File: src/design/wfrc_pkg.sv
`default_nettype none

package wfrc_pkg;

  localparam int IN_DATA_W  = 80;
  localparam int OUT_DATA_W = 8;
  localparam int CFG_IDX_W  = 3;
  localparam int CFG_DATA_W = 10;

  localparam int GAIN_W   = 10;
  localparam int PULSE_W  = 7;
  localparam int BAND_W   = 9;
  localparam int DIST_W   = 9;
  localparam int DERR_W   = 10;
  localparam int WIDE_W   = 17;
  localparam int CMD_W    = 10;
  localparam int ROLL_W   = 8;

  localparam int MCAND_W   = 17;
  localparam int PROD_W    = 27;
  localparam int MUL_STEPS = GAIN_W;

  localparam int DIVISOR  = 100;
  localparam int DVD_W    = 15;
  localparam int QUO_W    = 8;
  localparam int REM_W    = 7;
  localparam int DIV_STEPS = DVD_W;

  localparam int DIST_LIMIT   = 300;
  localparam int JUMP_LIMIT   = 100;
  localparam int SETVEL_LIMIT = 200;
  localparam int PTERM_LIMIT  = 100;
  localparam int DTERM_LIMIT  = 40;
  localparam int ROLL_LIMIT   = 100;
  localparam int ACC_LOW      = -50;
  localparam int ACC_HIGH     = -20;
  localparam int VERR_LOW     = 15;
  localparam int VERR_HIGH    = 50;
  localparam int DAMP_SHIFT   = 9;

  localparam int SETVEL_SAT = (SETVEL_LIMIT + 1) * DIVISOR;
  localparam int PTERM_SAT  = (PTERM_LIMIT + 1) * DIVISOR;
  localparam int DTERM_SAT  = (DTERM_LIMIT + 1) * (1 << DAMP_SHIFT);
  localparam int DMAG_W     = 6;
  localparam int PMAG_W     = 7;

  localparam int POS_GAIN_RST  = 140;
  localparam int VEL_GAIN_RST  = 20;
  localparam int DAMP_GAIN_RST = 20;
  localparam int PULSE_RST     = 40;
  localparam int BAND_RST      = 25;

  typedef enum logic [CFG_IDX_W-1:0] {
    CFG_POS_GAIN  = 3'd0,
    CFG_VEL_GAIN  = 3'd1,
    CFG_DAMP_GAIN = 3'd2,
    CFG_PULSE     = 3'd3,
    CFG_NEAR_BAND = 3'd4
  } cfg_idx_e;

  typedef struct packed {
    logic               start;
    logic [GAIN_W-1:0]  gain;
    logic [MCAND_W-1:0] mcand;
  } mul_req_t;

  typedef struct packed {
    logic              done;
    logic [PROD_W-1:0] product;
  } mul_rsp_t;

  typedef struct packed {
    logic             start;
    logic [DVD_W-1:0] dividend;
  } div_req_t;

  typedef struct packed {
    logic             done;
    logic [QUO_W-1:0] quotient;
  } div_rsp_t;

endpackage

`default_nettype wire

File: src/design/wfrc_mul.sv
`default_nettype none

module wfrc_mul (
  input  logic               clk_i,
  input  logic               rst_ni,
  input  wfrc_pkg::mul_req_t req_i,
  output wfrc_pkg::mul_rsp_t rsp_o
);
  import wfrc_pkg::*;

  localparam int CNT_W = $clog2(MUL_STEPS);

  logic              busy_q;
  logic              done_q;
  logic [CNT_W-1:0]  cnt_q;
  logic [GAIN_W-1:0] gain_q;
  logic [PROD_W-1:0] mcand_q;
  logic [PROD_W-1:0] acc_q;

  // gain bits shift out lsb first, one partial product per cycle
  always_ff @(posedge clk_i or negedge rst_ni) begin
    if (!rst_ni) begin
      busy_q  <= 1'b0;
      done_q  <= 1'b0;
      cnt_q   <= '0;
      gain_q  <= '0;
      mcand_q <= '0;
      acc_q   <= '0;
    end else begin
      done_q <= 1'b0;
      if (req_i.start) begin
        busy_q  <= 1'b1;
        cnt_q   <= '0;
        gain_q  <= req_i.gain;
        mcand_q <= PROD_W'(req_i.mcand);
        acc_q   <= '0;
      end else if (busy_q) begin
        if (gain_q[0]) begin
          acc_q <= acc_q + mcand_q;
        end
        gain_q  <= gain_q >> 1;
        mcand_q <= mcand_q << 1;
        cnt_q   <= cnt_q + 1'b1;
        if (cnt_q == CNT_W'(MUL_STEPS - 1)) begin
          busy_q <= 1'b0;
          done_q <= 1'b1;
        end
      end
    end
  end

  assign rsp_o.done    = done_q;
  assign rsp_o.product = acc_q;

endmodule

`default_nettype wire

File: src/design/wfrc_div.sv
`default_nettype none

module wfrc_div (
  input  logic               clk_i,
  input  logic               rst_ni,
  input  wfrc_pkg::div_req_t req_i,
  output wfrc_pkg::div_rsp_t rsp_o
);
  import wfrc_pkg::*;

  localparam int CNT_W = $clog2(DIV_STEPS);

  logic             busy_q;
  logic             done_q;
  logic [CNT_W-1:0] cnt_q;
  logic [DVD_W-1:0] dvd_q;
  logic [DVD_W-1:0] quo_q;
  logic [REM_W-1:0] rem_q;
  logic [REM_W:0]   trial;
  logic [REM_W:0]   trial_sub;
  logic             fits;

  // restoring division by a constant, one quotient bit per cycle
  always_comb begin
    trial     = {rem_q, dvd_q[DVD_W-1]};
    fits      = (trial >= (REM_W + 1)'(DIVISOR));
    trial_sub = trial - (REM_W + 1)'(DIVISOR);
  end

  always_ff @(posedge clk_i or negedge rst_ni) begin
    if (!rst_ni) begin
      busy_q <= 1'b0;
      done_q <= 1'b0;
      cnt_q  <= '0;
      dvd_q  <= '0;
      quo_q  <= '0;
      rem_q  <= '0;
    end else begin
      done_q <= 1'b0;
      if (req_i.start) begin
        busy_q <= 1'b1;
        cnt_q  <= '0;
        dvd_q  <= req_i.dividend;
        quo_q  <= '0;
        rem_q  <= '0;
      end else if (busy_q) begin
        rem_q <= fits ? trial_sub[REM_W-1:0] : trial[REM_W-1:0];
        quo_q <= {quo_q[DVD_W-2:0], fits};
        dvd_q <= dvd_q << 1;
        cnt_q <= cnt_q + 1'b1;
        if (cnt_q == CNT_W'(DIV_STEPS - 1)) begin
          busy_q <= 1'b0;
          done_q <= 1'b1;
        end
      end
    end
  end

  assign rsp_o.done     = done_q;
  assign rsp_o.quotient = quo_q[QUO_W-1:0];

endmodule

`default_nettype wire

File: src/design/wall_follow_roll_controller_top.sv
// Wall-following roll controller.
// Input stream: one transfer per control tick. s_axis_tuser carries the mode
// switch; s_axis_tdata carries wall distance, previous distance, lateral
// velocity, current and previous acceleration (16 bits each, lowest first).
// Output stream: one transfer per input. m_axis_tdata is the signed roll
// command (-100..100), m_axis_tuser is the mode-active flag.
// Config channel: cfg_valid_i/cfg_ready_o with a register index and data;
// ready is always high, unknown indexes are dropped. Write only while idle.
// A new input is taken in the cycle after the result is placed in the output
// register, so the block works on one input at a time. Each item with the mode
// switch on uses the shared shift-add multiplier (10 steps, three products per
// item) and the serial divide-by-100 unit (15 steps, up to two per item; a P
// term that saturates skips its divide). Reset clears the engaged flag, the
// target distance and the output valid, and loads the default gains. The
// output register holds a result until it is taken; while it is full a
// finished item waits, and no input is accepted until that item is written
// into it.
`default_nettype none

module wall_follow_roll_controller_top (
  input  logic                           clk_i,
  input  logic                           rst_ni,
  input  logic                           s_axis_tvalid,
  output logic                           s_axis_tready,
  // wall_distance, previous_distance, lateral_velocity, accel_now, accel_before
  input  logic [wfrc_pkg::IN_DATA_W-1:0] s_axis_tdata,
  // mode_switch
  input  logic                           s_axis_tuser,
  output logic                           m_axis_tvalid,
  input  logic                           m_axis_tready,
  // roll_command
  output logic [wfrc_pkg::OUT_DATA_W-1:0] m_axis_tdata,
  // mode_active
  output logic                           m_axis_tuser,
  input  logic                           cfg_valid_i,
  output logic                           cfg_ready_o,
  input  logic [wfrc_pkg::CFG_IDX_W-1:0] cfg_index_i,
  input  logic [wfrc_pkg::CFG_DATA_W-1:0] cfg_data_i
);
  import wfrc_pkg::*;

  typedef enum logic [3:0] {
    ST_IDLE,
    ST_COND,
    ST_ERR,
    ST_POS_GO,
    ST_POS_MUL,
    ST_POS_DIV,
    ST_VERR,
    ST_VEL_GO,
    ST_VEL_MUL,
    ST_VEL_DIV,
    ST_DAMP_GO,
    ST_DAMP_MUL,
    ST_SUM,
    ST_EMIT
  } state_e;

  state_e state_q;

  logic [GAIN_W-1:0]  pos_gain_q;
  logic [GAIN_W-1:0]  vel_gain_q;
  logic [GAIN_W-1:0]  damp_gain_q;
  logic [PULSE_W-1:0] pulse_q;
  logic [BAND_W-1:0]  band_q;

  logic               sw_q;
  logic [15:0]        dist_q;
  logic [15:0]        prev_q;
  logic signed [15:0] vel_q;
  logic signed [15:0] acc_now_q;
  logic signed [15:0] acc_bef_q;

  logic               engaged_q;
  logic [DIST_W-1:0]  target_q;
  logic [DIST_W-1:0]  d_q;
  logic signed [DERR_W-1:0] derr_q;
  logic signed [WIDE_W-1:0] asum_q;
  logic signed [WIDE_W-1:0] verr_q;
  logic [QUO_W-1:0]   setmag_q;
  logic [PMAG_W-1:0]  pmag_q;
  logic [DMAG_W-1:0]  dmag_q;
  logic [ROLL_W-1:0]  res_cmd_q;
  logic               res_active_q;

  logic               out_valid_q;
  logic [ROLL_W-1:0]  out_cmd_q;
  logic               out_active_q;

  mul_req_t mul_req;
  mul_rsp_t mul_rsp;
  div_req_t div_req;
  div_rsp_t div_rsp;

  logic [15:0]              d_clip;
  logic [15:0]              d_nz;
  logic signed [16:0]       jump_diff;
  logic [15:0]              d_sel;
  logic signed [DERR_W-1:0] derr_d;
  logic [DERR_W-1:0]        derr_abs;
  logic signed [WIDE_W-1:0] asum_d;
  logic [WIDE_W-1:0]        asum_abs;
  logic signed [WIDE_W-1:0] setvel;
  logic signed [WIDE_W-1:0] verr_d;
  logic [WIDE_W-1:0]        verr_abs;
  logic signed [CMD_W-1:0]  pterm;
  logic signed [CMD_W-1:0]  dterm;
  logic signed [CMD_W-1:0]  pulse_s;
  logic signed [CMD_W-1:0]  cmd_base;
  logic signed [CMD_W-1:0]  cmd_sum;
  logic                     near;
  logic                     acc_in_band;
  logic                     verr_pos;
  logic                     verr_neg;
  logic [ROLL_W-1:0]        cmd_clip;

  always_comb begin
    d_clip    = (dist_q > 16'(DIST_LIMIT)) ? 16'(DIST_LIMIT) : dist_q;
    d_nz      = (d_clip == '0) ? 16'd1 : d_clip;
    jump_diff = $signed({1'b0, d_nz}) - $signed({1'b0, prev_q});
    d_sel     = (jump_diff > 17'sd100) ? prev_q : d_nz;

    derr_d   = $signed({1'b0, target_q}) - $signed({1'b0, d_q});
    derr_abs = derr_q[DERR_W-1] ? DERR_W'(-derr_q) : DERR_W'(derr_q);
    asum_d   = $signed({acc_now_q[15], acc_now_q}) + $signed({acc_bef_q[15], acc_bef_q});
    asum_abs = asum_q[WIDE_W-1] ? WIDE_W'(-asum_q) : WIDE_W'(asum_q);

    setvel   = derr_q[DERR_W-1] ? -$signed({9'b0, setmag_q}) : $signed({9'b0, setmag_q});
    verr_d   = $signed({vel_q[15], vel_q}) - setvel;
    verr_abs = verr_q[WIDE_W-1] ? WIDE_W'(-verr_q) : WIDE_W'(verr_q);

    pterm    = verr_q[WIDE_W-1] ? -$signed({3'b0, pmag_q}) : $signed({3'b0, pmag_q});
    dterm    = asum_q[WIDE_W-1] ? -$signed({4'b0, dmag_q}) : $signed({4'b0, dmag_q});
    pulse_s  = $signed({3'b0, pulse_q});
    cmd_base = pterm - dterm;

    near        = (derr_abs <= {1'b0, band_q});
    acc_in_band = (asum_q >= WIDE_W'(ACC_LOW)) && (asum_q <= WIDE_W'(ACC_HIGH));
    verr_pos    = (verr_q >= WIDE_W'(VERR_LOW)) && (verr_q <= WIDE_W'(VERR_HIGH));
    verr_neg    = (verr_q >= WIDE_W'(-VERR_HIGH)) && (verr_q <= WIDE_W'(-VERR_LOW));

    cmd_sum = cmd_base;
    if (near && acc_in_band) begin
      if (verr_pos) begin
        cmd_sum = cmd_base - pulse_s;
      end else if (verr_neg) begin
        cmd_sum = cmd_base + pulse_s;
      end
    end

    if (cmd_sum > CMD_W'(ROLL_LIMIT)) begin
      cmd_clip = ROLL_W'(ROLL_LIMIT);
    end else if (cmd_sum < CMD_W'(-ROLL_LIMIT)) begin
      cmd_clip = ROLL_W'(-ROLL_LIMIT);
    end else begin
      cmd_clip = cmd_sum[ROLL_W-1:0];
    end
  end

  // operand selection for the shared multiplier and divider
  always_comb begin
    mul_req.start = 1'b0;
    mul_req.gain  = pos_gain_q;
    mul_req.mcand = MCAND_W'(derr_abs);
    div_req.start    = 1'b0;
    div_req.dividend = mul_rsp.product[DVD_W-1:0];
    unique case (state_q)
      ST_POS_GO: begin
        mul_req.start = 1'b1;
      end
      ST_VEL_GO: begin
        mul_req.start = 1'b1;
        mul_req.gain  = vel_gain_q;
        mul_req.mcand = verr_abs;
      end
      ST_DAMP_GO: begin
        mul_req.start = 1'b1;
        mul_req.gain  = damp_gain_q;
        mul_req.mcand = asum_abs;
      end
      ST_POS_MUL: begin
        div_req.start = mul_rsp.done && (mul_rsp.product < PROD_W'(SETVEL_SAT));
      end
      ST_VEL_MUL: begin
        div_req.start = mul_rsp.done && (mul_rsp.product < PROD_W'(PTERM_SAT));
      end
      default: begin
      end
    endcase
  end

  wfrc_mul u_mul (
    .clk_i  (clk_i),
    .rst_ni (rst_ni),
    .req_i  (mul_req),
    .rsp_o  (mul_rsp)
  );

  wfrc_div u_div (
    .clk_i  (clk_i),
    .rst_ni (rst_ni),
    .req_i  (div_req),
    .rsp_o  (div_rsp)
  );

  always_ff @(posedge clk_i or negedge rst_ni) begin
    if (!rst_ni) begin
      pos_gain_q  <= GAIN_W'(POS_GAIN_RST);
      vel_gain_q  <= GAIN_W'(VEL_GAIN_RST);
      damp_gain_q <= GAIN_W'(DAMP_GAIN_RST);
      pulse_q     <= PULSE_W'(PULSE_RST);
      band_q      <= BAND_W'(BAND_RST);
    end else if (cfg_valid_i) begin
      unique case (cfg_idx_e'(cfg_index_i))
        CFG_POS_GAIN:  pos_gain_q  <= cfg_data_i;
        CFG_VEL_GAIN:  vel_gain_q  <= cfg_data_i;
        CFG_DAMP_GAIN: damp_gain_q <= cfg_data_i;
        CFG_PULSE:     pulse_q     <= cfg_data_i[PULSE_W-1:0];
        CFG_NEAR_BAND: band_q      <= cfg_data_i[BAND_W-1:0];
        default: begin
        end
      endcase
    end
  end

  always_ff @(posedge clk_i or negedge rst_ni) begin
    if (!rst_ni) begin
      state_q      <= ST_IDLE;
      engaged_q    <= 1'b0;
      target_q     <= '0;
      sw_q         <= 1'b0;
      dist_q       <= '0;
      prev_q       <= '0;
      vel_q        <= '0;
      acc_now_q    <= '0;
      acc_bef_q    <= '0;
      d_q          <= '0;
      derr_q       <= '0;
      asum_q       <= '0;
      verr_q       <= '0;
      setmag_q     <= '0;
      pmag_q       <= '0;
      dmag_q       <= '0;
      res_cmd_q    <= '0;
      res_active_q <= 1'b0;
      out_valid_q  <= 1'b0;
      out_cmd_q    <= '0;
      out_active_q <= 1'b0;
    end else begin
      if (m_axis_tready) begin
        out_valid_q <= 1'b0;
      end
      unique case (state_q)
        ST_IDLE: begin
          if (s_axis_tvalid) begin
            sw_q      <= s_axis_tuser;
            dist_q    <= s_axis_tdata[15:0];
            prev_q    <= s_axis_tdata[31:16];
            vel_q     <= s_axis_tdata[47:32];
            acc_now_q <= s_axis_tdata[63:48];
            acc_bef_q <= s_axis_tdata[79:64];
            state_q   <= ST_COND;
          end
        end
        ST_COND: begin
          if (!sw_q) begin
            engaged_q    <= 1'b0;
            res_cmd_q    <= '0;
            res_active_q <= 1'b0;
            state_q      <= ST_EMIT;
          end else begin
            d_q <= d_sel[DIST_W-1:0];
            if (!engaged_q) begin
              engaged_q <= 1'b1;
              target_q  <= d_sel[DIST_W-1:0];
            end
            state_q <= ST_ERR;
          end
        end
        ST_ERR: begin
          derr_q  <= derr_d;
          asum_q  <= asum_d;
          state_q <= ST_POS_GO;
        end
        ST_POS_GO: begin
          state_q <= ST_POS_MUL;
        end
        ST_POS_MUL: begin
          if (mul_rsp.done) begin
            if (mul_rsp.product >= PROD_W'(SETVEL_SAT)) begin
              setmag_q <= QUO_W'(SETVEL_LIMIT);
              state_q  <= ST_VERR;
            end else begin
              state_q <= ST_POS_DIV;
            end
          end
        end
        ST_POS_DIV: begin
          if (div_rsp.done) begin
            setmag_q <= div_rsp.quotient;
            state_q  <= ST_VERR;
          end
        end
        ST_VERR: begin
          verr_q  <= verr_d;
          state_q <= ST_VEL_GO;
        end
        ST_VEL_GO: begin
          state_q <= ST_VEL_MUL;
        end
        ST_VEL_MUL: begin
          if (mul_rsp.done) begin
            if (mul_rsp.product >= PROD_W'(PTERM_SAT)) begin
              pmag_q  <= PMAG_W'(PTERM_LIMIT);
              state_q <= ST_DAMP_GO;
            end else begin
              state_q <= ST_VEL_DIV;
            end
          end
        end
        ST_VEL_DIV: begin
          if (div_rsp.done) begin
            pmag_q  <= div_rsp.quotient[PMAG_W-1:0];
            state_q <= ST_DAMP_GO;
          end
        end
        ST_DAMP_GO: begin
          state_q <= ST_DAMP_MUL;
        end
        ST_DAMP_MUL: begin
          if (mul_rsp.done) begin
            if (mul_rsp.product >= PROD_W'(DTERM_SAT)) begin
              dmag_q <= DMAG_W'(DTERM_LIMIT);
            end else begin
              dmag_q <= mul_rsp.product[DAMP_SHIFT+DMAG_W-1:DAMP_SHIFT];
            end
            state_q <= ST_SUM;
          end
        end
        ST_SUM: begin
          res_cmd_q    <= cmd_clip;
          res_active_q <= 1'b1;
          state_q      <= ST_EMIT;
        end
        ST_EMIT: begin
          if (!out_valid_q || m_axis_tready) begin
            out_valid_q  <= 1'b1;
            out_cmd_q    <= res_cmd_q;
            out_active_q <= res_active_q;
            state_q      <= ST_IDLE;
          end
        end
        default: begin
          state_q <= ST_IDLE;
        end
      endcase
    end
  end

  assign s_axis_tready = (state_q == ST_IDLE);
  assign m_axis_tvalid = out_valid_q;
  assign m_axis_tdata  = out_cmd_q;
  assign m_axis_tuser  = out_active_q;
  assign cfg_ready_o   = 1'b1;

endmodule

`default_nettype wire

File: config.mk
export PLATFORM = sky130hd
export DESIGN_NAME = wall_follow_roll_controller_top
export DESIGN_NICKNAME = d
export VERILOG_FILES = /design/src/design/wfrc_pkg.sv /design/src/design/wfrc_mul.sv /design/src/design/wfrc_div.sv /design/src/design/wall_follow_roll_controller_top.sv
export SDC_FILE = /design/constraint.sdc
export NUM_CORES = 1
export LEC_CHECK = 0
export ABC_CLOCK_PERIOD_IN_PS = 5900
export BUFFER_PORTS_ARGS = -buffer_cell sky130_fd_sc_hd__buf_2
export CORE_ASPECT_RATIO = 1.4
export CORE_UTILIZATION = 55
export CTS_BUF_LIST = sky130_fd_sc_hd__clkbuf_16
export DETAILED_ROUTE_END_ITERATION = 7
export PLACE_DENSITY = 0.73
export SYNTH_ARGS = -nofsm -noshare
export SYNTH_HDL_FRONTEND = slang
export SYNTH_SLANG_ARGS = --single-unit
File: constraint.sdc
create_clock -name clk_i -period 5.9 [get_ports clk_i]
set_input_delay 0.295 -clock clk_i [delete_from_list [all_inputs] [get_ports clk_i]]
set_output_delay 0.295 -clock clk_i [all_outputs]
set_load 0.05 [all_outputs]
==> flow_summary.toml <==
[setup_path]
critPathMaxStageDelay_ns = 0.77
cp-start-kind = "flop"
crit_family = "compound AO/OA/AOI/OAI gates"
worstSetupEndpointType = "flop"
crit_slowest_cell = "a2111oi_0"
arrival_ns = 5.63
worstPathMaxFanout = 10
cp_num_buf_inv = 2
cp_cell_sequence = "inv_1 -> ha_1 -> nand2_1 -> o21ai_0 -> inv_1 -> fa_1 -> nand2b_1 -> nand2_1 -> a21oi_1 -> xnor2_1 -> ha_1 -> a2111oi_0 -> nor3_1 -> o32ai_1 -> nand3_1 -> nor4b_1 -> o311ai_1 -> a21oi_1 -> a22o_1"
cp_data_required_time_ns = 6.37
worst-setup-path-type = "flop to flop"

[clock_network]
h-tree-depth = 2
path_clk_slew_ns = 0.06
cts-root-buf = "clkbuf_16"
cts_resized = 0
clockBufferDepth = 3
clk_latency_ns = 0.54
cts_tree = "yes"
cts_buffers = 38
clkSinkCount = 340

[floorplanning]
core_sq_um = 38600
initial_core_util_pct = 56.0
die_w_um = 170
io_pins = 111
die_h_um = 237
dieArea_sq_um = 40100
fp-row-count = 85

[global_route]
antenna_found_initial = 0
grt_max_degree = 127
grt_pass1_vias = 17900
gr-usage-all-layers_pct = 27.7
grt_pass1_wl_mm = 89.2
grt_overflow = 0

[route]
drtAntennaViolNets = 0
drc = 0
num_vias = 17700
wl_per_cell_um = 18.4
first_iter_violations = 821
routed_via_density = 5.96
wl_mm = 54.4
drt-pass1-iter-count = 5

[job]
max_cap_viol_count = 0

[power_and_ir_drop]
pwr-share-comb_pct = 50.6
p_sw_w = 0.00551
clkPwrFrac_pct = 18.5
ir_drop_mv = 0.344
switching_share_pct = 42.6
p_seq_share_pct = 30.8
power_w = 0.0129
p_int_w = 0.00743
leakagePower_nw = 11.3
powerDensity_nw_per_um2 = 525

[logic_synthesis]
async_reset_ff_share_pct = 100
synthTopCellsByArea = "dfrtp_1 38%, ha_1 7.7%, mux2_2 7.2%"
syn-mean-instance-area_sq_um = 9.56
seq_area_frac_synth_pct = 39.4
synth_common_cells = "328 x dfrtp_1, 209 x nand2_1, 159 x o21ai_0, 140 x a21oi_1, 139 x mux2_2"
ys.flop_type = "dfrtp_1"
netlist_area_sq_um = 21600
post-synth-top-area-cell = "dfrtp_1"
ys_warn_count = 0
synth_seq_cells = 340
synth_edf_count = 0
synthMostInstantiatedCell = "dfrtp_1"
yosysTopAreaCellShare_pct = 38.0
netlist-cell-type-count = 101
synthCells = 2260

[final_layout]
drive_above_1_share_pct = 15.9
synthToLayoutAreaGrowth_pct = 14.0
fill_cells = 3161
fin_nets = 2654
instances_no_fill = 2964
insertedDiodeCount = 0

[timing]
setup_violations = 0
grt_setup_unrepaired = "no"
fin_tns_setup_ns = 0
fin_skew_ns = 0.0299
final.min_clock_period_ns = 5.15
slew_violations = 0
tightest_slew_ns = 1.08
fmax_mhz = 194
finalCritPeriodShare_pct = 87.3
finalHoldViolations = 0
maxSlewHeadroom_pct = 26.1
whs_ns = 0.0218

[placement]
portBuffers = 109
hpwlAfterDp_mm = 39.5
gp_congestion = 0.918
dpl.cell_count = 2820

[hold_path]
hold_path_class = "input pin to flop"

[status]
status = "finished, final reports clean"
==> worst reg2reg max path: stages, from the launching register on <==
cell and delay [ns]:
dfrtp_1 0.33, inv_1 0.08, ha_1 0.28, nand2_1 0.04
o21ai_0 0.17, inv_1 0.12, fa_1 0.46, nand2b_1 0.18
nand2_1 0.07, a21oi_1 0.07, xnor2_1 0.24, ha_1 0.39
a2111oi_0 0.78, nor3_1 0.19, o32ai_1 0.54, nand3_1 0.14
nor4b_1 0.42, o311ai_1 0.18, a21oi_1 0.27, a22o_1 0.17
==> sequential cells by signal, summed over array words and instances (netlist names), 16 cells and up <==
| register | cells |
|---|---|
| asum_q | 17 |
| vel_q | 16 |
| prev_q | 16 |
| u_mul.acc_q | 27 |
| acc_bef_q | 16 |
| verr_q | 17 |
| u_mul.mcand_q | 27 |
| dist_q | 16 |
| acc_now_q | 16 |
==> kinds of logic (layout without fill, tap and decap cells) <==
family          after synthesis  count (layout)  share of synthesized area, %
fa+ha+maj                   141             141                          8.44
simple gates                635             635                          14.6
compound gates              586             586                          17.6
flops                       340             340                          39.4
buf+inv                     213             389                          3.82
mux                         219             219                          11.0
other cells                   2               8                        0.0348
xor+xnor                    124             124                          5.11
==> power groups by stage <==
stage	clock network, W	registers (W)	logic [W]
global route	0.00254	0.00409	0.00728
CTS	0.00245	0.00398	0.00651
global placement	0	0.00397	0.00624
floorplan	0	0.00367	0.00514
detailed placement	0	0.00401	0.00642
finish	0.00240	0.00399	0.00655
==> through the flow <==
step                      utilization (%)  setup WS (ns)  instance area [sq um]
final                                63.8          0.748                  24600
after global routing                 63.8          0.460                  24600
after CTS                            63.8          0.779                  24600
after detailed placement             58.6          0.777                  22600
after global placement               58.6          0.943                  22600
after floorplan                         -           1.16                  21600
==> layer usage <==
layer  part of all wire [%]  track usage [%]
met4                    3.7             11.0
met5                      0                0
met3                    3.8             3.64
met2                     53             51.9
met1                     39             31.3
==> area by class of cell <==
cell class | instances | area (sq um) | share of cell area [%]
Inverter | 114 | 428 | 1.74
Timing Repair Buffer | 207 | 1490 | 6.06
Clock inverter | 29 | 272 | 1.10
Clock buffer | 39 | 976 | 3.96
Sequential cell | 340 | 8520 | 34.6
Multi-Input combinational cell | 1713 | 12300 | 49.9
Tap cell | 522 | 653 | 2.65
==> cell usage in the layout, fill, tap and decap left out, drive strengths merged, types with 14 or more instances in the layout <==
| master | netlist | final |
|---|---|---|
| dfrtp | 328 | 328 |
| nand2 | 211 | 211 |
| o21ai | 171 | 171 |
| a21oi | 141 | 141 |
| mux2 | 139 | 139 |
| nor2 | 136 | 136 |
| ha | 133 | 133 |
| buf | 20 | 131 |
| inv | 114 | 120 |
| xnor2 | 81 | 81 |
| mux2i | 80 | 80 |
| dlygate4sd3 | 0 | 76 |
| nor3 | 51 | 51 |
| nand3 | 45 | 45 |
| xor2 | 43 | 43 |
| clkbuf | 79 | 39 |
| a21o | 38 | 38 |
| o31ai | 33 | 33 |
| a211oi | 33 | 33 |
| or3 | 26 | 26 |
| nand2b | 25 | 25 |
| nor2b | 23 | 23 |
| a22o | 22 | 22 |
| nand4 | 21 | 21 |
| and2 | 15 | 15 |
| a31oi | 14 | 14 |
| clkinv | 0 | 14 |
==> final timing paths <==
check	startpoint	to	slack, ns	cells after the start
max in group asynchronous	rst_ni	damp_gain_q[8]	3.96	3
hold / removal	s_axis_tdata[15]	dist_q[15]	0.02	2
setup / recovery	pmag_q[0]	res_cmd_q[1]	0.75	19
setup reg to reg	pmag_q[0]	res_cmd_q[1]	0.75	19
min in group asynchronous	rst_ni	u_div.rem_q[3]	0.47	2
hold reg to reg	res_cmd_q[7]	res_cmd_q[7]	0.48	1
==> what timing repair did <==
action / 4_1_cts / 5_1_grt
hold endpoints to repair: 196 / 1
hold buffers: 75 / 1
buffers inserted: 0 / 0
Note: power is estimated with default switching activity, not from simulation.
